`config.mk`:
```
export PLATFORM = sky130hd
export DESIGN_NAME = magic_length_frame_deframer
export DESIGN_NICKNAME = d
export VERILOG_FILES = /design/src/hdl/mlfd_pkg.sv /design/src/hdl/mlfd_parser.sv /design/src/hdl/magic_length_frame_deframer.sv
export VERILOG_INCLUDE_DIRS = /design/src /design/src/hdl
export SDC_FILE = /design/constraint.sdc
export NUM_CORES = 1
export LEC_CHECK = 0
export ABC_AREA = 1
export CAP_MARGIN = 20
export CORE_UTILIZATION = 30
export DETAILED_ROUTE_END_ITERATION = 7
export DONT_BUFFER_PORTS = 1
export GPL_TIMING_DRIVEN = 0
export PLACE_DENSITY = 0.53
export REMOVE_ABC_BUFFERS = 1
export SETUP_SLACK_MARGIN = 0.1
export SLEW_MARGIN = 15
export SYNTH_ARGS = -nofsm -noshare
export SYNTH_HDL_FRONTEND = slang
export SYNTH_HIERARCHICAL = 1
export SYNTH_SLANG_ARGS = --single-unit
```
`constraint.sdc`:
```
create_clock -name clock -period 10.9 [get_ports clock]
set_clock_uncertainty 0.1 [all_clocks]
set_input_delay 2.18 -clock clock [delete_from_list [all_inputs] [get_ports clock]]
set_output_delay 2.18 -clock clock [all_outputs]
set_load 0.03 [all_outputs]
```
`src/hdl/assert_macros.svh`:
```
`ifndef ASSERT_MACROS_SVH
`define ASSERT_MACROS_SVH

// antecedent holds -> consequent holds in the same cycle
`define AST_IMP(lbl, clk, rst, ante, cons) \
   lbl: assert property (@(posedge clk) disable iff (rst) (ante) |-> (cons)) \
      else $error("implication check failed");

// antecedent holds -> consequent holds in the next cycle
`define AST_NEXT(lbl, clk, rst, ante, cons) \
   lbl: assert property (@(posedge clk) disable iff (rst) (ante) |=> (cons)) \
      else $error("next-cycle check failed");

`endif

```
`src/hdl/mlfd_pkg.sv`:
```
package mlfd_pkg;

   localparam int MAGIC_LEN  = 5;
   localparam int LEN_DIGITS = 4;
   localparam int POS_W      = 3;
   localparam int LEN_W      = 14;
   localparam int PROD_W     = 18;
   localparam logic [LEN_W-1:0] ACC_MAX = 14'h3FFF;

   localparam logic [7:0] MAGIC_WORD [8] = '{
      8'h4B, 8'h69, 8'h69, 8'h69, 8'h6B, 8'h00, 8'h00, 8'h00
   };

   localparam logic KIND_BODY  = 1'b0;
   localparam logic KIND_ERROR = 1'b1;

   typedef enum logic [1:0] {
      PH_MAGIC = 2'd0,
      PH_LEN   = 2'd1,
      PH_BODY  = 2'd2,
      PH_DROP  = 2'd3
   } phase_type;

   typedef struct packed {
      logic       valid;
      logic       kind;
      logic [7:0] body_byte;
      logic       frame_last;
   } result_type;

endpackage

```
`src/hdl/mlfd_parser.sv`:
```
`include "assert_macros.svh"

module mlfd_parser import mlfd_pkg::*; (
   input  logic             clock,
   input  logic             reset,
   input  logic             step_en,
   input  logic [7:0]       data_byte,
   input  logic             chunk_end,
   input  logic [LEN_W-1:0] max_body_len,
   input  logic             connected,
   output result_type       result
);

   phase_type        phase_ff, phase_in;
   logic [POS_W-1:0] field_pos_ff, field_pos_in;
   logic [LEN_W-1:0] length_acc_ff, length_acc_in;
   logic             started_ff, started_in;
   logic             neg_ff, neg_in;
   logic             stopped_ff, stopped_in;
   logic [LEN_W-1:0] body_left_ff, body_left_in;

   logic              is_digit, is_blank, is_sign;
   logic [PROD_W-1:0] acc_prod;
   logic [LEN_W-1:0]  acc_upd;
   logic              started_upd, neg_upd, stopped_upd;
   logic              magic_bad, len_done, len_bad, body_last;

   assign is_digit = (data_byte >= 8'h30) && (data_byte <= 8'h39);
   assign is_blank = (data_byte == 8'h20) || ((data_byte >= 8'h09) && (data_byte <= 8'h0D));
   assign is_sign  = (data_byte == 8'h2B) || (data_byte == 8'h2D);
   assign acc_prod = PROD_W'(length_acc_ff) * PROD_W'(10)
                   + PROD_W'(data_byte[3:0]);

   // atoi-style length parse, one byte per step
   always_comb begin
      acc_upd     = length_acc_ff;
      started_upd = started_ff;
      neg_upd     = neg_ff;
      stopped_upd = stopped_ff;
      if (!stopped_ff) begin
         if (is_digit) begin
            started_upd = 1'b1;
            acc_upd = (acc_prod > PROD_W'(ACC_MAX)) ? ACC_MAX : acc_prod[LEN_W-1:0];
         end else if (!started_ff && is_blank) begin
            started_upd = started_ff;
         end else if (!started_ff && is_sign) begin
            started_upd = 1'b1;
            neg_upd     = (data_byte == 8'h2D);
         end else begin
            stopped_upd = 1'b1;
         end
      end
   end

   assign magic_bad = (data_byte != MAGIC_WORD[field_pos_ff]);
   assign len_done  = (field_pos_ff == POS_W'(LEN_DIGITS - 1));
   assign len_bad   = neg_upd || (acc_upd == '0) || (acc_upd > max_body_len);
   assign body_last = (body_left_ff <= LEN_W'(1));

   // next state
   always_comb begin
      phase_in      = phase_ff;
      field_pos_in  = field_pos_ff;
      length_acc_in = length_acc_ff;
      started_in    = started_ff;
      neg_in        = neg_ff;
      stopped_in    = stopped_ff;
      body_left_in  = body_left_ff;
      case (phase_ff)
         PH_MAGIC: begin
            if (magic_bad) begin
               phase_in     = chunk_end ? PH_MAGIC : PH_DROP;
               field_pos_in = '0;
            end else if (field_pos_ff == POS_W'(MAGIC_LEN - 1)) begin
               phase_in      = PH_LEN;
               field_pos_in  = '0;
               length_acc_in = '0;
               started_in    = 1'b0;
               neg_in        = 1'b0;
               stopped_in    = 1'b0;
            end else begin
               field_pos_in = field_pos_ff + POS_W'(1);
            end
         end
         PH_LEN: begin
            length_acc_in = acc_upd;
            started_in    = started_upd;
            neg_in        = neg_upd;
            stopped_in    = stopped_upd;
            if (!len_done) begin
               field_pos_in = field_pos_ff + POS_W'(1);
            end else if (len_bad) begin
               phase_in      = chunk_end ? PH_MAGIC : PH_DROP;
               field_pos_in  = '0;
               length_acc_in = '0;
               started_in    = 1'b0;
               neg_in        = 1'b0;
               stopped_in    = 1'b0;
            end else begin
               body_left_in = acc_upd;
               phase_in     = PH_BODY;
               field_pos_in = '0;
            end
         end
         PH_BODY: begin
            body_left_in = body_last ? '0 : body_left_ff - LEN_W'(1);
            if (body_last) begin
               phase_in      = PH_MAGIC;
               field_pos_in  = '0;
               length_acc_in = '0;
               started_in    = 1'b0;
               neg_in        = 1'b0;
               stopped_in    = 1'b0;
            end
         end
         PH_DROP: begin
            if (chunk_end) begin
               phase_in      = PH_MAGIC;
               field_pos_in  = '0;
               length_acc_in = '0;
               started_in    = 1'b0;
               neg_in        = 1'b0;
               stopped_in    = 1'b0;
            end
         end
         default: phase_in = PH_MAGIC;
      endcase
   end

   // result of this step
   always_comb begin
      result = '0;
      case (phase_ff)
         PH_MAGIC: begin
            if (magic_bad) begin
               result.valid = 1'b1;
               result.kind  = KIND_ERROR;
            end
         end
         PH_LEN: begin
            if (len_done && len_bad) begin
               result.valid = 1'b1;
               result.kind  = KIND_ERROR;
            end
         end
         PH_BODY: begin
            if (connected) begin
               result.valid      = 1'b1;
               result.kind       = KIND_BODY;
               result.body_byte  = data_byte;
               result.frame_last = body_last;
            end
         end
         default: result = '0;
      endcase
   end

   always_ff @(posedge clock) begin
      if (reset) begin
         phase_ff      <= PH_MAGIC;
         field_pos_ff  <= '0;
         length_acc_ff <= '0;
         started_ff    <= 1'b0;
         neg_ff        <= 1'b0;
         stopped_ff    <= 1'b0;
         body_left_ff  <= '0;
      end else if (step_en) begin
         phase_ff      <= phase_in;
         field_pos_ff  <= field_pos_in;
         length_acc_ff <= length_acc_in;
         started_ff    <= started_in;
         neg_ff        <= neg_in;
         stopped_ff    <= stopped_in;
         body_left_ff  <= body_left_in;
      end
   end

   `AST_IMP(a_body_nonempty, clock, reset, phase_ff == PH_BODY, body_left_ff != '0)
   `AST_IMP(a_pos_in_field, clock, reset, phase_ff == PH_LEN,
            field_pos_ff <= POS_W'(LEN_DIGITS - 1))
   `AST_IMP(a_drop_silent, clock, reset, phase_ff == PH_DROP, !result.valid)

endmodule

```
`src/hdl/magic_length_frame_deframer.sv`:
```
// Deframer for a received byte stream: each frame is a five-byte magic word, a
// four-byte ASCII decimal length (parsed like atoi) and that many body bytes.
// req channel: one received byte per word in req_tdata, req_tlast marks the
// last byte of a receive chunk. rsp channel: body bytes in rsp_tdata with
// rsp_tlast on the final byte of a frame, or a header error word with
// rsp_tuser set and zero data, after which bytes are dropped to chunk end.
// csr port: index 0 is max_body_len, index 1 is connected (0 swallows body).
// Throughput is one byte per cycle while rsp_tready stays high. A byte is
// held in the input register and is parsed into the output register when
// the parser steps; its result word is presented on rsp from there. The
// input register lets a byte be taken while a result still waits on
// rsp_tready; when the receiver stalls longer both registers fill and
// req_tready drops. Reset (synchronous) empties both registers, returns the
// parser to magic search and loads max_body_len 9999 and connected 1.
`include "assert_macros.svh"

module magic_length_frame_deframer import mlfd_pkg::*; (
   input  logic             clock,
   input  logic             reset,
   input  logic             req_tvalid,
   output logic             req_tready,
   input  logic [7:0]       req_tdata,   // [7:0] data_byte
   input  logic             req_tlast,   // chunk_end
   output logic             rsp_tvalid,
   input  logic             rsp_tready,
   output logic [7:0]       rsp_tdata,   // [7:0] body_byte
   output logic             rsp_tuser,   // kind
   output logic             rsp_tlast,   // frame_last
   input  logic             csr_we,
   input  logic             csr_index,
   input  logic [LEN_W-1:0] csr_wdata
);

   localparam logic CSR_MAX_LEN   = 1'b0;
   localparam logic CSR_CONNECTED = 1'b1;

   logic             in_valid_ff;
   logic [7:0]       in_byte_ff;
   logic             in_end_ff;
   logic             out_valid_ff;
   result_type       out_ff;
   logic [LEN_W-1:0] max_len_ff;
   logic             connected_ff;
   logic             step;
   result_type       result;

   assign step       = in_valid_ff && (!out_valid_ff || rsp_tready);
   assign req_tready = !in_valid_ff || step;

   mlfd_parser u_parser (
      .clock        (clock),
      .reset        (reset),
      .step_en      (step),
      .data_byte    (in_byte_ff),
      .chunk_end    (in_end_ff),
      .max_body_len (max_len_ff),
      .connected    (connected_ff),
      .result       (result)
   );

   always_ff @(posedge clock) begin
      if (reset) begin
         in_valid_ff <= 1'b0;
      end else if (req_tready) begin
         in_valid_ff <= req_tvalid;
      end
   end

   always_ff @(posedge clock) begin
      if (req_tready && req_tvalid) begin
         in_byte_ff <= req_tdata;
         in_end_ff  <= req_tlast;
      end
   end

   always_ff @(posedge clock) begin
      if (reset) begin
         out_valid_ff <= 1'b0;
      end else if (step) begin
         out_valid_ff <= result.valid;
      end else if (rsp_tready) begin
         out_valid_ff <= 1'b0;
      end
   end

   always_ff @(posedge clock) begin
      if (step && result.valid) begin
         out_ff <= result;
      end
   end

   always_ff @(posedge clock) begin
      if (reset) begin
         max_len_ff   <= LEN_W'(9999);
         connected_ff <= 1'b1;
      end else if (csr_we) begin
         case (csr_index)
            CSR_MAX_LEN:   max_len_ff   <= csr_wdata;
            CSR_CONNECTED: connected_ff <= csr_wdata[0];
            default:       connected_ff <= connected_ff;
         endcase
      end
   end

   assign rsp_tvalid = out_valid_ff;
   assign rsp_tdata  = out_ff.body_byte;
   assign rsp_tuser  = out_ff.kind;
   assign rsp_tlast  = out_ff.frame_last;

   `AST_IMP(a_error_word_clean, clock, reset, out_valid_ff && out_ff.kind == KIND_ERROR,
            out_ff.body_byte == 8'h00 && !out_ff.frame_last)
   `AST_NEXT(a_result_lands, clock, reset, step && result.valid, out_valid_ff)
   `AST_NEXT(a_stall_holds_input, clock, reset, in_valid_ff && !step, in_valid_ff)

endmodule
```
==> After elaboration in Yosys (flattened, before gate mapping) <==
Memory sizes are Yosys's and may differ from the RTL's.
Cells that the tools add are included.
{ "classes": {"n_lt_le_gt_ge": 8, "bitwise": 2, "eq_ne": 16, "mul": 1, "addsub": 3, "n_mux": 61, "n_reduce_logical": 28} }
{ "op_table": {"columns": ["operator", "count"], "rows": [
  ["$mux W14", 12],
  ["$pmux W14 S4", 1],
  ["$pmux W14 S2", 1],
  ["$eq A8 B6 Y1 const B", 3],
  ["$mux W1", 24],
  ["$add A18 B4 Y18", 1],
  ["$gt A18 B14 Y1 const B", 1],
  ["$mux W2", 9],
  ["$mul A14 B3 Y17 const B", 1],
  ["$mux W8", 2],
  ["$mux W3", 5],
  ["$gt A14 B14 Y1", 1],
  ["$le A14 B1 Y1 const B", 1],
  ["$logic_not A14 Y1", 1],
  ["$sub A14 B1 Y14 const B", 1],
  ["$pmux W1 S4", 3],
  ["$pmux W3 S4", 1],
  ["$mux W11", 1],
  ["$reduce_and A5 Y1", 2],
  ["$ge A8 B4 Y1 const B", 1],
  ["$ge A8 B6 Y1 const B", 1],
  ["$le A8 B4 Y1 const B", 1],
  ["$le A8 B6 Y1 const B", 1],
  ["$logic_and A1 B1 Y1", 8],
  ["other kinds (21)", 36]
]} }
{ "word_totals": {"input_bits": 29, "output_inout_bits": 12, "register_bits": 72, "memories": 1, "romBits": 64} }
{ "mem_list": {"columns": ["name", "depth", "word_bits", "read_ports", "rd_clocked_by_memory_dff", "wr", "line", "rtl"], "rows": [
  ["(no name shown)", 8, 8, 1, 0, 0, "mlfd_parser.sv:55", "assign magic_bad = (data_byte != MAGIC_WORD[field_pos_ff]);"]
]} }

==> Depth between registers and ports, before layout <==
Gate-level depths: netlist of run 1.
{ "logic_depth": {"ltp_word": 13, "mapped_depth": 38} }

==> Modules after synthesis <==
The synthesis of run 1 kept the hierarchy.
{ "modules_own_cells": {"columns": ["module", "area_per_inst_um2", "cells_per_inst", "seq_area_each_um2", "instances"], "rows": [
  ["mlfd_parser", 4340.4, 704, 720.7, 1],
  ["magic_length_frame_deframer", 1271.2, 117, 910.9, 1]
]} }

==> Worst setup path after synthesis of run 1 <==
OpenSTA, ideal clock, no wires.
{ "synth_timing": {"kind": "register to register", "startpoint": "register u_parser.length_acc_ff[1]", "endpoint": "register out_ff (netlist bit rsp_tdata[0]) (enable)", "path_buffers": 0, "setup_ns": 0.390, "setup_slack_ns": 5.597, "stages_incl_launch_ff": 36, "arrival_ns": 4.813, "path_cell_list": "dfxtp_1 ha_1 ha_1 fa_1 nand2_1 nor2_1 nand2_1 nand2_1 nand2_1 nor2_2 nand3_4 nor2_4 nand3_1 nand2_1 nand2_2 nor2_8 nand2_4 inv_4 nand3_1 nand2_1 inv_1 ha_1 nand2_1 nor2_1 nand4_1 nand2_1 inv_1 nand2_1 nand2_1 nand2_1 nand2_1 nand2_1 nand3_1 nand3_1 inv_1 nor3_1"} }
{ "synth_lines": {"columns": ["item", "line", "rtl"], "rows": [
  ["start: declaration", "mlfd_parser.sv:16", "logic [LEN_W-1:0] length_acc_ff, length_acc_in;"],
  ["start signal: assignment", "mlfd_parser.sv:170", "length_acc_ff <= length_acc_in;"],
  ["end signal: assignment", "magic_length_frame_deframer.sv:88", "out_ff <= result;"],
  ["end: declaration", "magic_length_frame_deframer.sv:41", "result_type out_ff;"]
]} }

==> results of run 1 <==
metal layers:
layer | vias up | wire [µm] | global-route usage [%]
met1 | 2290 | 7220 | 20.5
met3 | 8 | 412 | 2.45
met4 | 0 | 126 | 3.51
met5 | - | 0 | 0
met2 | 77 | 6220 | 23.9
li1 | 2686 | - | -
cells by family (layout without fill, tap and decap cells):
kind of cell    after synthesis  after routing
simple gates                453            453
flops                        72             72
compound gates               94             94
buf+inv                     134            138
fa+ha+maj                    49             49
xor+xnor                     19             19
flip-flops by register name (all words and copies together) (netlist names):
| signal | cells |
|---|---|
| connected_ff | 1 |
| in_byte_ff | 8 |
| in_end_ff | 1 |
| in_valid_ff | 1 |
| max_len_ff | 14 |
| rsp_tdata | 8 |
| rsp_tlast | 1 |
| rsp_tuser | 1 |
| rsp_tvalid | 1 |
| u_parser/body_left_ff | 14 |
| u_parser/field_pos_ff | 3 |
| u_parser/length_acc_ff | 14 |
| u_parser/neg_ff | 1 |
| u_parser/phase_ff | 2 |
| u_parser/started_ff | 1 |
| u_parser/stopped_ff | 1 |
power breakdown:
part	total (mW)	switching (mW)	internal (mW)
clock	0.320	0.119	0.202
combinational	0.104	0.0667	0.0371
sequential	0.303	0.0150	0.288
total	0.727	0.200	0.527
cell usage in the layout (no fill, tap or decap), types with 4 or more instances in the layout:
| cell | n |
|---|---|
| a21oi_1 | 51 |
| buf_4 | 4 |
| clkbuf_16 | 9 |
| dfxtp_1 | 53 |
| edfxtp_1 | 19 |
| ha_1 | 47 |
| inv_1 | 111 |
| inv_2 | 4 |
| nand2_1 | 218 |
| nand2_2 | 5 |
| nand3_1 | 66 |
| nand3_2 | 4 |
| nand3b_1 | 14 |
| nand4_1 | 18 |
| nor2_1 | 88 |
| nor2_2 | 5 |
| nor2_4 | 4 |
| nor3_1 | 6 |
| o21ai_0 | 8 |
| o22ai_1 | 14 |
| or2_2 | 13 |
| xnor2_1 | 5 |
| xor2_1 | 14 |
final timing paths:
path                        end  slack [ps]  depth (start not counted)
setup / recovery      rsp_tlast        5150                         34
hold / removal    max_len_ff[1]         370                          2
hold reg to reg   max_len_ff[1]         370                          2
setup reg to reg      rsp_tlast        5150                         34
area by class of cell:
type,instances,area [µm²],area share (%)
Sequential cell,72,1630,26.4
Tap cell,229,287,4.64
Clock buffer,10,229,3.71
Clock inverter,6,93.8,1.52
Inverter,117,444,7.19
Timing Repair Buffer,5,45.0,0.730
Multi-Input combinational cell,615,3440,55.8
critical path, delay by kind of cell, from the launching register on:
kind / cells / cell delay, ps
buffers and inverters: 4 / 470
AO/OA/AOI/OAI: 3 / 820
flip-flops: 1 / 440
AND/OR/NAND/NOR: 23 / 2240
adder cells (fa/ha/maj): 4 / 1390
==> metrics.md, run 1 <==
| Metric | Value |
|---|---|
| Fin Setup TNS | 0 ps |
| Leak | 3.10 nW |
| Startpoint of the worst hold path | max_len_ff[1] |
| Synthesized area per cell | 6.84 µm² |
| YS warnings | 6 |
| Seq/Total Area, Yosys | 29.1% |
| MaxCap Viol Count | 0 |
| Reg2reg start | u_parser/length_acc_ff[1] |
| Pre-CTS setup slack | 5080 ps |
| CP max stage delay | 550 ps |
| Final Setup Violations | 0 |
| Total wire length | 14000 µm |
| Clk sinks | 72 |
| Fin crit share | 52.8% |
| Final Util | 34.0% |
| Setup CP Type | flip-flop to flip-flop |
| Row cnt | 49 |
| FFs w/ async S/R, synth | 0% |
| Xor/xnor share of the synthesized area | 2.97% |
| I/O Buffers | 0 |
| Most frequent cell after synthesis | nand2_1 |
| Outcome | complete, no violations |
| Nature of the critical path endpoint | flip-flop |
| Gpl congestion | 0.817 |
| Placed cell areas | 0.00584 mm² |
| Vias per cell | 4.80 |
| Reg clk slew, reported paths | 60 ps |
| Clock Latency Late Sink | 330 ps |
| Non-Filler Cell Area, Final | 0.00617 mm² |
| CP Data Arrival Time | 5740 ps |
| Synth top cells by count | 218 x nand2_1, 111 x inv_1, 89 x nor2_1 |
| Area grow syn2layout | 10.0% |
| Synth Instances | 821 |
| Pwr Total | 0.727 mW |
| Cts repair resizes | 0 |
| Pin count of the biggest net entering global routing | 28 |
| Cell taking the most area after synthesis | dfxtp_1 |
| Final Hold Fails | 0 |
| Vias in the first global route | 4663 |
| Worst VDD drop | 107 µV |
| Synth top area cells | dfxtp_1 19%, nand2_1 15%, ha_1 10% |
| Synth Area in Compound Gates | 9.99% |
| First-pass GRT wire length | 23000 µm |
| Synth top area share | 18.9% |
| Top cell by count, worst path | nand2_1 |
| Final worst setup slack | 5150 ps |
| Initial antenna violation count | 0 |
| FF+latch count, synth | 72 |
| CTS root buf | clkbuf_16 |
| CTS buffer count | 9 |
| Iter 0 DRT Violations | 269 |
| Routed vias | 5061 |
| Worst hold margin | 373 ps |
| Post-CTS Hold Buffers | 0 |
| WL per Instance | 13.3 µm |
| Crit path max fanout | 10 |
| Die H | 139 µm |
| Worst Setup SP | u_parser/length_acc_ff[1] |
| Fillers | 2027 |
| Max stage delay cell, worst path | fa_1 |
| Clock buffer depth | 2 |
| DRC errors left | 0 |
| Slew Limit Fails | 0 |
| Fraction of the mapped netlist area in adder cells | 11.2% |
| Post-synthesis simple-gate area fraction | 37.1% |
| Synthesized cell area | 0.00561 mm² |
| Diodes inserted | 0 |
| Finished Layout Cells | 1054 |
| H-Tree Level Count | 3 |
| I/O pins | 41 |
| Placed insts | 1036 |
| Slew HR | 47.1% |
| Layout cell share with drive strength beyond 1 | 8.00% |
| Initial Utilization | 30.9% |
| Synth unique cells | 48 |
| CTS tree | yes |
| Req. time, crit path | 10890 ps |
| Total GRT Usage | 14.8% |
| Global route overflow | 0 |
| Core footprint | 0.0181 mm² |
| Die Wd | 139 µm |
| Die area | 0.0193 mm² |
| CP Launch Type | flip-flop |
| Tmin final | 5750 ps |
| Hold Path Class | flip-flop to flip-flop |
| Detailed Place HPWL | 10900 µm |
| Max Freq | 174 MHz |
| Tightest Pin Transition | 791 ps |
| EDFF count, synth | 19 |
| Prevailing post-synth register cell | dfxtp_1 |
| Power Dens Cells | 118 mW/mm² |
| First-pass detailed-route iteration total | 5 |
| Antenna-violating nets left | 0 |
| Post-CTS Setup Bufs | 0 |
| Multiplexer share of the synthesized area | 0% |
| # nets final | 898 |
| RSZ-0062 raised after global routing | no |
| Largest family of logic cells by synthesized area | simple AND/OR/NAND/NOR gates |
Power figures use the tool's default switching activity.
==> run 2: changes to the inputs <==
clock period = 5.65 ns   (was 10.9 ns; I/O delays follow)
==> run 2 against run 1 <==
Fmax is 11% higher. Largest power group unchanged. Register-to-register slack worse by 4700 ps. Global-route usage about the same. Via count rose by 0.69%. Critical path type unchanged.
==> metrics.md, run 2 (synthesis gave the netlist of run 1 again) <==
| Metric | Value |
|---|---|
| H-Tree Level Count | 3 |
| CTS tree | yes |
| Antenna-violating nets left | 0 |
| Clock Latency Late Sink | 330 ps |
| Final Util | 34.9% |
| DRC errors left | 0 |
| Outcome | complete, no violations |
| CTS root buf | clkbuf_16 |
| Hold Path Class | flip-flop to flip-flop |
| Core footprint | 0.0181 mm² |
| Nature of the critical path endpoint | flip-flop |
| MaxCap Viol Count | 0 |
| Req. time, crit path | 5650 ps |
| CP Launch Type | flip-flop |
| Top cell by count, worst path | nand2_2 |
| Die H | 139 µm |
| Worst-case reg-to-reg path depth | 34 |
| First-pass GRT wire length | 23000 µm |
| Slew HR | 45.9% |
| CP Data Arrival Time | 5180 ps |
| Fin crit share | 91.7% |
| Pin count of the biggest net entering global routing | 28 |
| CTS buffer count | 9 |
| Iter 0 DRT Violations | 313 |
| Vias in the first global route | 4667 |
| Max stage delay cell, worst path | fa_2 |
| Total wire length | 14100 µm |
| I/O pins | 41 |
| Tightest Pin Transition | 790 ps |
| Reg clk slew, reported paths | 60 ps |
| Clk sinks | 72 |
| Diodes inserted | 0 |
| Layout cell share with drive strength beyond 1 | 11.2% |
| Vias per cell | 4.81 |
| Global route overflow | 0 |
| Most frequent cells in the layout | 211 x nand2_1, 109 x inv_1, 88 x nor2_1 |
| I/O Buffers | 0 |
| RSZ-0062 raised after global routing | no |
| Crit path max fanout | 10 |
| Fin Setup TNS | 0 ps |
| Leak | 3.14 nW |
| Total GRT Usage | 14.8% |
| Area grow syn2layout | 13.0% |
| First-pass detailed-route iteration total | 4 |
| CP bufs+invs | 4 |
| Final Hold Fails | 0 |
| Row cnt | 49 |
| Clock buffer depth | 2 |
| WL per Instance | 13.3 µm |
| Cell family with most CP delay | simple AND/OR/NAND/NOR gates |
| Largest regs | max_len_ff x14, u_parser/body_left_ff x14, u_parser/length_acc_ff x14 |
| Worst VDD drop | 206 µV |
| Final worst setup slack | 468 ps |
| Gpl congestion | 0.817 |
| Die Wd | 139 µm |
| Final Setup Violations | 0 |
| Max Freq | 193 MHz |
| CP max stage delay | 570 ps |
| Critical path depth | 34 |
| Initial antenna violation count | 0 |
| Initial Utilization | 30.9% |
| Slew Limit Fails | 0 |
| Worst hold margin | 373 ps |
| Hold path depth | 2 |
| Tmin final | 5180 ps |
| # nets final | 904 |
| Die area | 0.0193 mm² |
| Most common cell after layout, fill and taps aside | nand2_1 |
| Routed vias | 5096 |
| Setup CP Type | flip-flop to flip-flop |
| Power Dens Cells | 223 mW/mm² |
| Pre-CTS setup slack | -167 ps |
| Detailed Place HPWL | 10900 µm |
run 2: changes by cell type in the layout (fill, tap and decap cells not counted), moves of 2 or more:
cell and delta:
nand2_1 -7, nand2_2 +6, buf_4 +5, ha_1 -4
ha_4 +3, dfxtp_1 -2, inv_1 -2, inv_2 +2
run 2: final cells by class:
class	instances	area, µm²
clock buffer	10	229
clock inverter	6	93.8
fill	2016	11800
inverter	117	444
multi-input combinational	615	3550
sequential	72	1640
tap	229	287
timing repair buffer	11	103
run 2: timing repair:
item	in CTS	in global routing
pin swaps	0	11
endpoints found under the setup margin	41	42
hold buffers	0	0
gates resized for setup	4	23
setup buffers	0	7
run 2: path summary, 6_finish.rpt:
kind / from / endpoint / slack [ps]
worst min-delay path: max_len_ff[1] / max_len_ff[1] / 370
worst min register to register: max_len_ff[1] / max_len_ff[1] / 370
worst max-delay path: u_parser/length_acc_ff[1] / rsp_tdata[6] / 470
worst max register to register: u_parser/length_acc_ff[1] / rsp_tdata[6] / 470
run 2: routing by layer:
layer | part of all wire [%] | track usage (%) | vias up
li1 | - | - | 2700
met4 | 0.89 | 3.51 | 0
met2 | 45 | 23.9 | 80
met3 | 2.9 | 2.45 | 8
met5 | 0 | 0 | -
met1 | 51 | 20.6 | 2308
run 2: worst register-to-register path, delay by kind of cell, from the launching register on:
kind / cells / cell delay (ps)
and+or+nand+nor: 23 / 2130
buffers and inverters: 4 / 410
adders and majority gates: 4 / 1210
AOI/OAI and AO/OA: 3 / 730
DFF: 1 / 370
run 2: report_power, final:
group | switching (mW) | total, mW | internal, mW
clock | 0.230 | 0.619 | 0.389
combinational | 0.133 | 0.209 | 0.0765
sequential | 0.0289 | 0.584 | 0.555
run 2: metrics by stage:
| stage | instances | cell area [µm²] | total power [mW] |
|---|---|---|---|
| after global routing | 1060 | 6340 | 1.48 |
| after detailed placement | 1036 | 5840 | 0.794 |
| after global placement | 1033 | 5800 | 0.790 |
| after floorplan | 804 | 5510 | 0.745 |
| after CTS | 1052 | 6170 | 1.41 |
| final | 1060 | 6340 | 1.41 |
